$ cat config.mk
export PLATFORM = sky130hd
export DESIGN_NAME = four_level_page_table_walk
export DESIGN_NICKNAME = d
export VERILOG_FILES = /design/src/pgw_pkg.sv /design/src/four_level_page_table_walk.sv /design/src/pgw_front.sv /design/src/pgw_queue.sv /design/src/pgw_back.sv
export SDC_FILE = /design/constraint.sdc
export NUM_CORES = 1
export LEC_CHECK = 0
export BUFFER_PORTS_ARGS = -buffer_cell sky130_fd_sc_hd__clkbuf_2
export CAP_MARGIN = 30
export CORE_ASPECT_RATIO = 0.7
export CORE_MARGIN = 2
export CORE_UTILIZATION = 45
export CTS_CLUSTER_SIZE = 28
export DETAILED_ROUTE_END_ITERATION = 8
export HOLD_SLACK_MARGIN = 0.06
export PLACE_DENSITY_LB_ADDON = 0.3
export SLEW_MARGIN = 10
export SYNTH_ARGS = -nofsm -noshare
export SYNTH_HDL_FRONTEND = slang
export SYNTH_HIERARCHICAL = 1
export SYNTH_SLANG_ARGS = --single-unit
$ cat constraint.sdc
create_clock -name i_clk -period 9.24 [get_ports i_clk]
set_input_delay 0.462 -clock i_clk [delete_from_list [all_inputs] [get_ports i_clk]]
set_output_delay 0.462 -clock i_clk [all_outputs]
set_load 0.005 [all_outputs]
$ cat src/pgw_pkg.sv
// Shared types and constants for the four-level page table walker.
package pgw_pkg;

    localparam int IN_TDATA_W  = 184;
    localparam int OUT_TDATA_W = 112;
    localparam int QUEUE_DEPTH = 2;

    localparam int PRESENT_BIT = 0;
    localparam int LARGE_BIT   = 7;

    localparam logic MODE_REQUEST = 1'b0;
    localparam logic MODE_ENTRY   = 1'b1;

    localparam logic KIND_READ = 1'b0;
    localparam logic KIND_DONE = 1'b1;

    localparam logic [1:0] LVL_TOP  = 2'd0;
    localparam logic [1:0] LVL_1G   = 2'd1;
    localparam logic [1:0] LVL_2M   = 2'd2;
    localparam logic [1:0] LVL_LAST = 2'd3;

    typedef enum logic [2:0] {
        OP_READ,
        OP_FAULT,
        OP_PAGE_1G,
        OP_PAGE_2M,
        OP_PAGE_4K
    } t_op_kind;

    // One classified step: what to emit, which level index, frame bits 51..12, address
    typedef struct packed {
        t_op_kind    kind;
        logic [1:0]  level;
        logic [39:0] frame;
        logic [47:0] va;
    } t_walk_op;

endpackage

$ cat src/four_level_page_table_walk.sv
// Top level of the four-level page table walker.
//
//  channel  direction  tuser  tdata (low bit first)
//  s_axis   in         mode   table_base[63:0], virtual_address[111:64],
//                             entry_value[175:112], entry_read_ok[176], zero pad
//  m_axis   out        kind   read_address[51:0], physical_address[103:52],
//                             fault[104], zero pad
//
// One transaction per cycle in each direction while neither side stalls; a result passes
// through the queue and then the address unit's output register.
// The queue lets the front end keep taking transactions for a short while when m_axis stalls.
// Synchronous active-low reset clears walk state, the queue and the output valid.
module four_level_page_table_walk #(
    parameter int QueueDepth = pgw_pkg::QUEUE_DEPTH
) (
    input  logic                            i_clk,
    input  logic                            i_rst_n,
    input  logic                            s_axis_tvalid,
    output logic                            s_axis_tready,
    input  logic [pgw_pkg::IN_TDATA_W-1:0]  s_axis_tdata,   // table_base, virtual_address,
                                                            // entry_value, entry_read_ok
    input  logic                            s_axis_tuser,   // mode
    output logic                            m_axis_tvalid,
    input  logic                            m_axis_tready,
    output logic [pgw_pkg::OUT_TDATA_W-1:0] m_axis_tdata,   // read_address, physical_address,
                                                            // fault
    output logic                            m_axis_tuser    // kind
);

    pgw_pkg::t_walk_op push_op, head_op;
    logic              push, queue_ready, head_valid, pop;
    logic [51:0]       read_address, physical_address;
    logic              fault;

    pgw_front u_front (
        .i_clk             (i_clk),
        .i_rst_n           (i_rst_n),
        .i_valid           (s_axis_tvalid),
        .o_ready           (s_axis_tready),
        .i_mode            (s_axis_tuser),
        .i_table_base      (s_axis_tdata[63:0]),
        .i_virtual_address (s_axis_tdata[111:64]),
        .i_entry_value     (s_axis_tdata[175:112]),
        .i_entry_read_ok   (s_axis_tdata[176]),
        .o_push            (push),
        .o_op              (push_op),
        .i_queue_ready     (queue_ready)
    );

    pgw_queue #(
        .Depth (QueueDepth)
    ) u_queue (
        .i_clk   (i_clk),
        .i_rst_n (i_rst_n),
        .i_push  (push),
        .i_data  (push_op),
        .o_ready (queue_ready),
        .o_valid (head_valid),
        .o_data  (head_op),
        .i_pop   (pop)
    );

    pgw_back u_back (
        .i_clk              (i_clk),
        .i_rst_n            (i_rst_n),
        .i_valid            (head_valid),
        .o_pop              (pop),
        .i_op               (head_op),
        .o_valid            (m_axis_tvalid),
        .i_ready            (m_axis_tready),
        .o_kind             (m_axis_tuser),
        .o_read_address     (read_address),
        .o_physical_address (physical_address),
        .o_fault            (fault)
    );

    assign m_axis_tdata = {7'b0, fault, physical_address, read_address};

`ifndef NO_ASSERTIONS
    a_no_push_when_full: assert property (@(posedge i_clk) disable iff (!i_rst_n)
        !(push && !queue_ready))
        else $error("push into full queue");

    a_read_clean: assert property (@(posedge i_clk) disable iff (!i_rst_n)
        (m_axis_tvalid && m_axis_tuser == pgw_pkg::KIND_READ) |->
            (physical_address == '0 && !fault))
        else $error("read request carries translation fields");

    a_fault_clean: assert property (@(posedge i_clk) disable iff (!i_rst_n)
        (m_axis_tvalid && fault) |->
            (m_axis_tuser == pgw_pkg::KIND_DONE && physical_address == '0
             && read_address == '0))
        else $error("fault result carries an address");

    a_pop_has_data: assert property (@(posedge i_clk) disable iff (!i_rst_n)
        pop |-> head_valid)
        else $error("pop from empty queue");
`endif

endmodule

$ cat src/pgw_front.sv
// Front end: accepts items, tracks walk state and classifies each step.
module pgw_front (
    input  logic               i_clk,
    input  logic               i_rst_n,
    input  logic               i_valid,
    output logic               o_ready,
    input  logic               i_mode,
    input  logic [63:0]        i_table_base,
    input  logic [47:0]        i_virtual_address,
    input  logic [63:0]        i_entry_value,
    input  logic               i_entry_read_ok,
    output logic               o_push,
    output pgw_pkg::t_walk_op  o_op,
    input  logic               i_queue_ready
);

    logic        r_busy, n_busy;
    logic [1:0]  r_level, n_level;
    logic [47:0] r_va, n_va;
    logic        accept;

    assign o_ready = i_queue_ready;
    assign accept  = i_valid && i_queue_ready;
    assign o_push  = accept;

    always_comb begin
        n_busy     = r_busy;
        n_level    = r_level;
        n_va       = r_va;
        o_op.kind  = pgw_pkg::OP_FAULT;
        o_op.level = r_level;
        o_op.frame = i_entry_value[51:12];
        o_op.va    = r_va;
        if (i_mode == pgw_pkg::MODE_REQUEST) begin
            n_busy     = 1'b1;
            n_level    = pgw_pkg::LVL_TOP;
            n_va       = i_virtual_address;
            o_op.kind  = pgw_pkg::OP_READ;
            o_op.level = pgw_pkg::LVL_TOP;
            o_op.frame = i_table_base[51:12];
            o_op.va    = i_virtual_address;
        end else if (!r_busy) begin
            o_op.kind = pgw_pkg::OP_FAULT;
        end else if (!i_entry_read_ok || !i_entry_value[pgw_pkg::PRESENT_BIT]) begin
            o_op.kind = pgw_pkg::OP_FAULT;
            n_busy    = 1'b0;
            n_level   = pgw_pkg::LVL_TOP;
        end else if (r_level == pgw_pkg::LVL_1G && i_entry_value[pgw_pkg::LARGE_BIT]) begin
            o_op.kind = pgw_pkg::OP_PAGE_1G;
            n_busy    = 1'b0;
            n_level   = pgw_pkg::LVL_TOP;
        end else if (r_level == pgw_pkg::LVL_2M && i_entry_value[pgw_pkg::LARGE_BIT]) begin
            o_op.kind = pgw_pkg::OP_PAGE_2M;
            n_busy    = 1'b0;
            n_level   = pgw_pkg::LVL_TOP;
        end else if (r_level == pgw_pkg::LVL_LAST) begin
            o_op.kind = pgw_pkg::OP_PAGE_4K;
            n_busy    = 1'b0;
            n_level   = pgw_pkg::LVL_TOP;
        end else begin
            o_op.kind  = pgw_pkg::OP_READ;
            n_level    = r_level + 2'd1;
            o_op.level = r_level + 2'd1;
        end
    end

    always_ff @(posedge i_clk) begin
        if (!i_rst_n) begin
            r_busy  <= 1'b0;
            r_level <= pgw_pkg::LVL_TOP;
            r_va    <= '0;
        end else if (accept) begin
            r_busy  <= n_busy;
            r_level <= n_level;
            r_va    <= n_va;
        end
    end

endmodule

$ cat src/pgw_queue.sv
// Small register FIFO between the front end and the address unit.
module pgw_queue #(
    parameter int Depth = pgw_pkg::QUEUE_DEPTH
) (
    input  logic               i_clk,
    input  logic               i_rst_n,
    input  logic               i_push,
    input  pgw_pkg::t_walk_op  i_data,
    output logic               o_ready,
    output logic               o_valid,
    output pgw_pkg::t_walk_op  o_data,
    input  logic               i_pop
);

    localparam int AddrW = (Depth > 1) ? $clog2(Depth) : 1;
    localparam int CntW  = $clog2(Depth + 1);

    pgw_pkg::t_walk_op r_mem [Depth];
    logic [AddrW-1:0]  r_wr_ptr, r_rd_ptr;
    logic [CntW-1:0]   r_count;
    logic              do_push, do_pop;

    assign o_ready = (r_count != CntW'(Depth));
    assign o_valid = (r_count != '0);
    assign o_data  = r_mem[r_rd_ptr];
    assign do_push = i_push && o_ready;
    assign do_pop  = i_pop && o_valid;

    always_ff @(posedge i_clk) begin
        if (do_push) begin
            r_mem[r_wr_ptr] <= i_data;
        end
    end

    always_ff @(posedge i_clk) begin
        if (!i_rst_n) begin
            r_wr_ptr <= '0;
            r_rd_ptr <= '0;
            r_count  <= '0;
        end else begin
            if (do_push) begin
                r_wr_ptr <= (r_wr_ptr == AddrW'(Depth - 1)) ? '0 : r_wr_ptr + AddrW'(1);
            end
            if (do_pop) begin
                r_rd_ptr <= (r_rd_ptr == AddrW'(Depth - 1)) ? '0 : r_rd_ptr + AddrW'(1);
            end
            if (do_push && !do_pop) begin
                r_count <= r_count + CntW'(1);
            end else if (do_pop && !do_push) begin
                r_count <= r_count - CntW'(1);
            end
        end
    end

endmodule

$ cat src/pgw_back.sv
// Back end: forms the read or physical address and holds the result register.
module pgw_back (
    input  logic               i_clk,
    input  logic               i_rst_n,
    input  logic               i_valid,
    output logic               o_pop,
    input  pgw_pkg::t_walk_op  i_op,
    output logic               o_valid,
    input  logic               i_ready,
    output logic               o_kind,
    output logic [51:0]        o_read_address,
    output logic [51:0]        o_physical_address,
    output logic               o_fault
);

    logic        r_valid;
    logic        r_kind, n_kind;
    logic [51:0] r_rd, n_rd;
    logic [51:0] r_pa, n_pa;
    logic        r_fault, n_fault;
    logic [8:0]  index;
    logic        load;

    assign load  = i_valid && (!r_valid || i_ready);
    assign o_pop = load;

    always_comb begin
        case (i_op.level)
            pgw_pkg::LVL_TOP: index = i_op.va[47:39];
            pgw_pkg::LVL_1G:  index = i_op.va[38:30];
            pgw_pkg::LVL_2M:  index = i_op.va[29:21];
            default:          index = i_op.va[20:12];
        endcase
    end

    always_comb begin
        n_kind  = pgw_pkg::KIND_DONE;
        n_rd    = '0;
        n_pa    = '0;
        n_fault = 1'b0;
        case (i_op.kind)
            pgw_pkg::OP_READ: begin
                n_kind = pgw_pkg::KIND_READ;
                n_rd   = {i_op.frame, 12'b0} + 52'({index, 3'b000});
            end
            pgw_pkg::OP_PAGE_1G: n_pa = {i_op.frame[39:18], 30'b0} + 52'(i_op.va[29:0]);
            pgw_pkg::OP_PAGE_2M: n_pa = {i_op.frame[39:9], 21'b0} + 52'(i_op.va[20:0]);
            pgw_pkg::OP_PAGE_4K: n_pa = {i_op.frame, 12'b0} + 52'(i_op.va[11:0]);
            default:             n_fault = 1'b1;
        endcase
    end

    always_ff @(posedge i_clk) begin
        if (!i_rst_n) begin
            r_valid <= 1'b0;
        end else if (load) begin
            r_valid <= 1'b1;
        end else if (i_ready) begin
            r_valid <= 1'b0;
        end
    end

    always_ff @(posedge i_clk) begin
        if (load) begin
            r_kind  <= n_kind;
            r_rd    <= n_rd;
            r_pa    <= n_pa;
            r_fault <= n_fault;
        end
    end

    assign o_valid            = r_valid;
    assign o_kind             = r_kind;
    assign o_read_address     = r_rd;
    assign o_physical_address = r_pa;
    assign o_fault            = r_fault;

endmodule

=== Yosys cells after proc, flatten, opt, wreduce, memory -nomap -nowiden ===
Memory sizes are Yosys's and may differ from the RTL's. A register that Yosys moved wholly into a read port is not among the register bits.
Cells that the tools add are included.

* Add/sub/neg operators: 9
* Equality and inequality tests: 10
* Multiplexer cells: 38
* Bitwise gates (word level): 1
* Reduce and logical (&&, ||, !) cells: 23

{| class="wikitable"
|+ Operators with widths
! kind !! count
|-
| $pmux W52 S3 || 1
|-
| $add A52 B12 Y52 || 2
|-
| $mux W88 || 1
|-
| $add A52 B21 Y52 || 1
|-
| $add A52 B30 Y52 || 1
|-
| $pmux W9 S3 || 1
|-
| $mux W2 || 13
|-
| $mux W1 || 16
|-
| $mux W3 || 5
|-
| $logic_and A1 B1 Y1 || 8
|-
| $eq A2 B2 Y1 const B || 3
|-
| $eq A3 B2 Y1 const B || 2
|-
| $reduce_bool A2 Y1 || 3
|-
| $logic_not A1 Y1 || 5
|-
| $mux W5 || 1
|-
| $add A2 B1 Y2 const B || 2
|-
| $eq A2 B1 Y1 const B || 2
|-
| $reduce_and A2 Y1 || 2
|-
| $reduce_or A4 Y1 || 1
|-
| $eq A3 B3 Y1 const B || 1
|-
| $logic_not A3 Y1 || 1
|-
| $add A1 B1 Y1 const B || 2
|-
| $logic_not A2 Y1 || 1
|-
| $logic_or A1 B1 Y1 || 2
|-
| 4 further kinds || 4
|}

* Register bits: 162
* Bits in writable memories: 186
* Bits of input ports: 189
* Word-level logic and storage cells: 93
* Memories kept: 1

{| class="wikitable"
|+ Memories
! memory !! words !! bits a word !! rd ports !! clocked after memory_dff !! wr ports !! line !! RTL
|-
| u_queue.r_mem || 2 || 93 || 1 || 1 || 1 || pgw_queue.sv:18 || <nowiki>pgw_pkg::t_walk_op r_mem [Depth];</nowiki>
|}

=== Longest topological paths before layout ===
* Depth after elaboration: 7
* Mapped depth: 7
* Mapped depth without buffers: 7

=== Modules after synthesis ===
The synthesis kept the hierarchy.

{| class="wikitable"
|+ By module, submodules not included
! module !! instances !! cells an instance !! area each (µm²)
|-
| pgw_queue || 1 || 313 || 6971.7
|-
| pgw_back || 1 || 271 || 4370.4
|-
| pgw_front || 1 || 347 || 3126.7
|-
| four_level_page_table_walk || 1 || 9 || 63.8
|}

=== Worst setup path before layout ===
No wires, ideal clock.

* Path type: register -> register
* From: register u_queue.r_count[1]
* To: register u_queue.r_count[1]
* Library setup time: 0.070 ns
* Arrival time: 6.762 ns
* Data required time: 9.170 ns
* Setup slack: 2.408 ns
* Stages on the path, launching flop included: 7
* Period minus slack after synthesis: 6.832 ns
* Cell sequence: dfxtp_1 or2_2 nor2b_1 o21ai_1 ha_1 or3_1 a21boi_1

* Cells in the longest elaborated chain, start to end: 6
* Elaborated cells between the ends (all ways): 15
* Classes of those cells: 2 x add/sub; 1 x eq/ne; 2 x mux; 10 x reduce/logical

{| class="wikitable"
|+ RTL lines
! item !! line !! RTL
|-
| start, declared || pgw_queue.sv:20 || <nowiki>logic [CntW-1:0] r_count;</nowiki>
|-
| start signal, assigned || pgw_queue.sv:48 || <nowiki>r_count <= r_count + CntW'(1);</nowiki>
|-
| start signal, assigned || pgw_queue.sv:50 || <nowiki>r_count <= r_count - CntW'(1);</nowiki>
|-
| $reduce_bool A2 Y1 * || pgw_queue.sv:24 || <nowiki>assign o_valid = (r_count != '0);</nowiki>
|-
| named net head_valid || four_level_page_table_walk.sv:31 || <nowiki>logic push, queue_ready, head_valid, pop;</nowiki>
|-
| $logic_and A1 B1 Y1 * || pgw_back.sv:24 || <nowiki>assign load = i_valid && (!r_valid || i_ready);</nowiki>
|-
| named net pop || four_level_page_table_walk.sv:31 ||
|-
| $logic_and A1 B1 Y1 * || pgw_queue.sv:27 || <nowiki>assign do_pop = i_pop && o_valid;</nowiki>
|-
| $logic_not A1 Y1 || pgw_queue.sv:47 || <nowiki>if (do_push && !do_pop) begin</nowiki>
|-
| $logic_and A1 B1 Y1 || pgw_queue.sv:47 ||
|-
| $mux W2 or $reduce_bool A2 Y1 (tied branches) || - ||
|}

The timed path passes the listed nets; every way through them passes the cells marked *. The select of a mux whose other input is x is not followed.
A chain may end at the register's enable or synchronous reset.

==> results.md <==
- The run finished with clean final reports.
- In the final layout, the share of cells above drive strength 1 is 0.4157.
- Across the run, the number of max-cap violations was 0.
- The number of resized instances in the post-cts repair step is 0.
- The yosys synthesis warning count is 6.
- After synthesis, the share of flip-flops with an asynchronous set or reset is 0.
- The maximum resistive drop on vdd is 0.1793 mV.
- In this run, synthesis produced a sequential element count of 346.
- The commonest cells after synthesis are sky130_fd_sc_hd__edfxtp_1 (289), sky130_fd_sc_hd__mux2_2 (182), sky130_fd_sc_hd__nand2_1 (101), sky130_fd_sc_hd__dfxtp_1 (57), sky130_fd_sc_hd__a21boi_1 (51).
- Routability-driven placement finished with a final weighted congestion of 0.7925.
- The path category of the worst min-delay check is primary input to flop.
- The die is 154.4 um tall.
- The die footprint is roughly 34000 um^2.
- The netlist uses 46 different library cells.
- At the later pin of the worst-skew pair, clock insertion delay measures 530 ps.
- The proportion of synthesized chip area in sequential cells is 0.6757.
- The area growth from synthesis to layout is 18.14%.
- The fraction of the cycle the final worst path needs is 0.3806.
- The slew at the pin closest to its max-slew limit is 897.2 ps.
- The post-synthesis instance area is 14530 um^2.
- Prior to clock tree synthesis, the placed netlist has a worst setup slack of 5690 ps.
- Setup repair after global routing left no endpoint under its margin.
- STA classifies the critical path startpoint as a flop.
- Of the total power, the clock network draws 0.269.
- Measured against its own limit, the worst slew margin works out to 0.4019.
- The global-route usage over all layers is 0.1902.
- The worst path needs 3516 ps of the cycle, external delays included.
- After clock tree synthesis, the flow added hold-fix buffers numbering 0.
- The overall die width is approximately 220 um.
- The worst setup path is captured at a flop.
- The number of antenna violations at the first check in global routing was 5.
- The count of TritonRoute iterations in the first routing pass is 5.
- Data arrives at the worst endpoint at between 3000 and 4000 ps.
- By startpoint and endpoint, the worst setup path is classified as flop to flop.
- The first global-routing pass estimated approximately 48 mm of wire.
- Between clock sinks in the finished design, the worst skew comes to 20.98 ps.
- The average size of a mapped cell is 15.46 um^2.
- The share of total power dissipated in sequential elements is 0.467.
- Derived from the worst setup path, the maximum achievable clock frequency is 0.2844 GHz.
- The number of buffers on the longest clock path is 3.
- In the synthesized netlist the dominant register cell turns out to be sky130_fd_sc_hd__edfxtp_1.
- With fillers left out, the area of the finished cells amounts to 17170 um^2.
- TritonCTS built the clock tree.
- In this run the static leakage power is roughly 6.4 nW.
- For this run the aggregate overflow at the end of global routing stands at 0.
- The analysis attributes to net switching a power of 1.488 mW.
- The peak fanout along the critical path is 56.
- After floorplanning, the core was divided into 55 placement rows.
- The number of filler cells placed in the layout is 2717.
- The half-perimeter wire length of the detailed placement result is 20.40 mm.
- Input and output buffers added on the ports amount to 240.
- The count of antenna-violating nets left after detailed routing is 0.
- STA puts the critical path data required time at 9590 ps.
- The post-place instance area is ~16000 um^2.
- The number of enable flip-flop cells after synthesis is 289.
- The final hold violation count is 0.
- Entering global routing, the biggest net connects 61 pins.
- The fraction of synthesized cell area taken by the top area cell type is 0.5972.
- The internal power is 3.571 mW.
- The routed via count is 8336.
- Of the total power, the share spent switching nets is 0.2942.
- The effective utilization at floorplan is 0.4532.
- The final max-slew violation count was 0.
- In the routed design, unresolved DRC markers number 0.
- The worst path setup slack after routing is 5724 ps.
- The first routing iteration left 530 violations.
- At the end of the flow, the number of nets in the layout was 1366.
- The count of H-tree levels built during CTS is 2.
- In the final layout, the multi-input gates occupy about 4300 um^2.
- Among all cell types in the netlist, the one instantiated most often is sky130_fd_sc_hd__edfxtp_1.
- Across all hold checks on the routed design, the worst slack comes to 167.4 ps.
- Yosys attributes the largest share of cell area to sky130_fd_sc_hd__edfxtp_1 (60%), sky130_fd_sc_hd__mux2_2 (14%), sky130_fd_sc_hd__dfxtp_1 (7.9%).
- The region available for standard cell placement spans about 32000 um^2.
- Registers take 9823 um^2.
- Setup violations remaining at the end of the flow were counted as 0.
- In this run, CTS created clock tree buffers numbering 36.
- The library cell used as clock root buffer is sky130_fd_sc_hd__clkbuf_16.
- The largest area contributor in the synthesized netlist is sky130_fd_sc_hd__edfxtp_1.
- The power per unit of standard cell area is 294.7 nW/um^2.
- The final layout contains routed wiring with a total length of 31.87 mm.
- After clock tree synthesis, the clock-pin slew on the worst setup and hold paths is 60 ps.
- The setup total negative slack is 0 ps.
- The number of buffers inserted to repair setup after CTS is 0.
- Of the total power, combinational logic draws 0.265.
- The number of global-route vias before repair is 8390.
- The via density per instance is 5.120.
- The total clock sinks is 346.
- 304 I/O pins were placed.
- Counting every instance in the synthesized netlist gives 940.
- Dividing the detail-routed wire length by the instance count gives 19.58 um.
-- layout by cell type, fill, tap and decap left out, types with 4 or more instances in the layout --
cell and count:
sky130_fd_sc_hd__inv_1 4, sky130_fd_sc_hd__a32o_1 9, sky130_fd_sc_hd__buf_4 11, sky130_fd_sc_hd__nand3b_1 4
sky130_fd_sc_hd__and2_1 45, sky130_fd_sc_hd__a21boi_0 33, sky130_fd_sc_hd__o22ai_1 10, sky130_fd_sc_hd__ha_1 7
sky130_fd_sc_hd__dfxtp_1 56, sky130_fd_sc_hd__clkinv_1 4, sky130_fd_sc_hd__a21boi_1 51, sky130_fd_sc_hd__clkbuf_16 37
sky130_fd_sc_hd__mux2i_1 27, sky130_fd_sc_hd__edfxtp_1 289, sky130_fd_sc_hd__conb_1 10, sky130_fd_sc_hd__mux2_2 182
sky130_fd_sc_hd__nand2_1 101, sky130_fd_sc_hd__clkinv_2 7, sky130_fd_sc_hd__o2bb2ai_1 9, sky130_fd_sc_hd__clkbuf_2 239
sky130_fd_sc_hd__clkbuf_1 13
-- flip-flops by register name, indices dropped and copies added (netlist names), named ones only --
register,cells
u_front/r_va,48
u_back/o_read_address,49
u_queue/r_rd_ptr,1
u_queue/r_count,2
u_queue/r_wr_ptr,1
u_back/o_fault,1
u_queue/r_mem,186
u_front/r_level,2
u_front/r_busy,1
u_back/o_kind,1
u_back/o_valid,1
u_back/o_physical_address,52
-- through the flow --
| stage | cells | util | power [mW] |
|---|---|---|---|
| 2_1_floorplan | 948 | - | 3.253 |
| 3_3_place_gp | 1555 | 0.4975 | 3.698 |
| 3_5_place_dp | 1558 | 0.5001 | 3.746 |
| 4_1_cts | 1624 | 0.5345 | 5.126 |
| 5_1_grt | 1625 | 0.5352 | 5.333 |
| 6_report | 1628 | 0.5354 | 5.059 |
-- layer usage --
metal,GRT usage,wire [um],vias to the layer above
li1,-,-,3952
met1,0.2689,14900,4118
met2,0.2948,14370,216
met3,0.05172,2094,46
met4,0.04215,476,4
met5,0,30,-
-- worst max-delay path: stages, from the launching register on --
cell	delay, ps
sky130_fd_sc_hd__dfxtp_4	730
sky130_fd_sc_hd__buf_4	770
sky130_fd_sc_hd__mux2_2	620
sky130_fd_sc_hd__or3b_1	620
sky130_fd_sc_hd__buf_4	320
sky130_fd_sc_hd__a21boi_0	230
-- path summary, 6_finish.rpt --
| check | start | to | slack (ps) | cells after the start |
|---|---|---|---|---|
| worst max-delay path | flop | u_back/o_physical_address[0]$_DFFE_PP_ | 5720 | 5 |
| worst min-delay path | s_axis_tdata[107] | u_front/r_va[43]$_SDFFE_PN0P_ | 170 | 3 |
| worst max register to register | flop | u_back/o_physical_address[0]$_DFFE_PP_ | 5720 | 5 |
| worst min register to register | u_front/r_va[34]$_SDFFE_PN0P_ | u_front/r_va[34]$_SDFFE_PN0P_ | 450 | 2 |
-- logic make-up after synthesis --
group                    count (synthesis)  share of synthesized area
flip-flops                             346                     0.6757
multiplexers                           209                     0.1596
AND/OR/NAND/NOR                        171                    0.05837
AO/OA/AOI/OAI                          126                    0.06569
buffers and inverters                   76                    0.03229
adder cells (fa/ha/maj)                  7                   0.006026
XOR/XNOR                                 3                   0.001808
other                                    2                  0.0005168
-- cell type report --
cell class	count	area share
sequential	346	0.5721
multi-input combinational	526	0.2501
timing repair buffer	254	0.08045
clock buffer	52	0.05837
tap	427	0.03112
clock inverter	14	0.005903
inverter	6	0.001458
antenna	3	0.0004373
-- power groups by stage --
stage	Combinational [mW]	Clock (mW)	Sequential [mW]
5_1_grt	1.47	1.46	2.40
3_3_place_gp	1.31	0	2.39
6_report	1.34	1.36	2.36
2_1_floorplan	0.830	0	2.42
4_1_cts	1.36	1.40	2.37
3_5_place_dp	1.35	0	2.39
No activity file was read; power rests on OpenSTA's default activity.
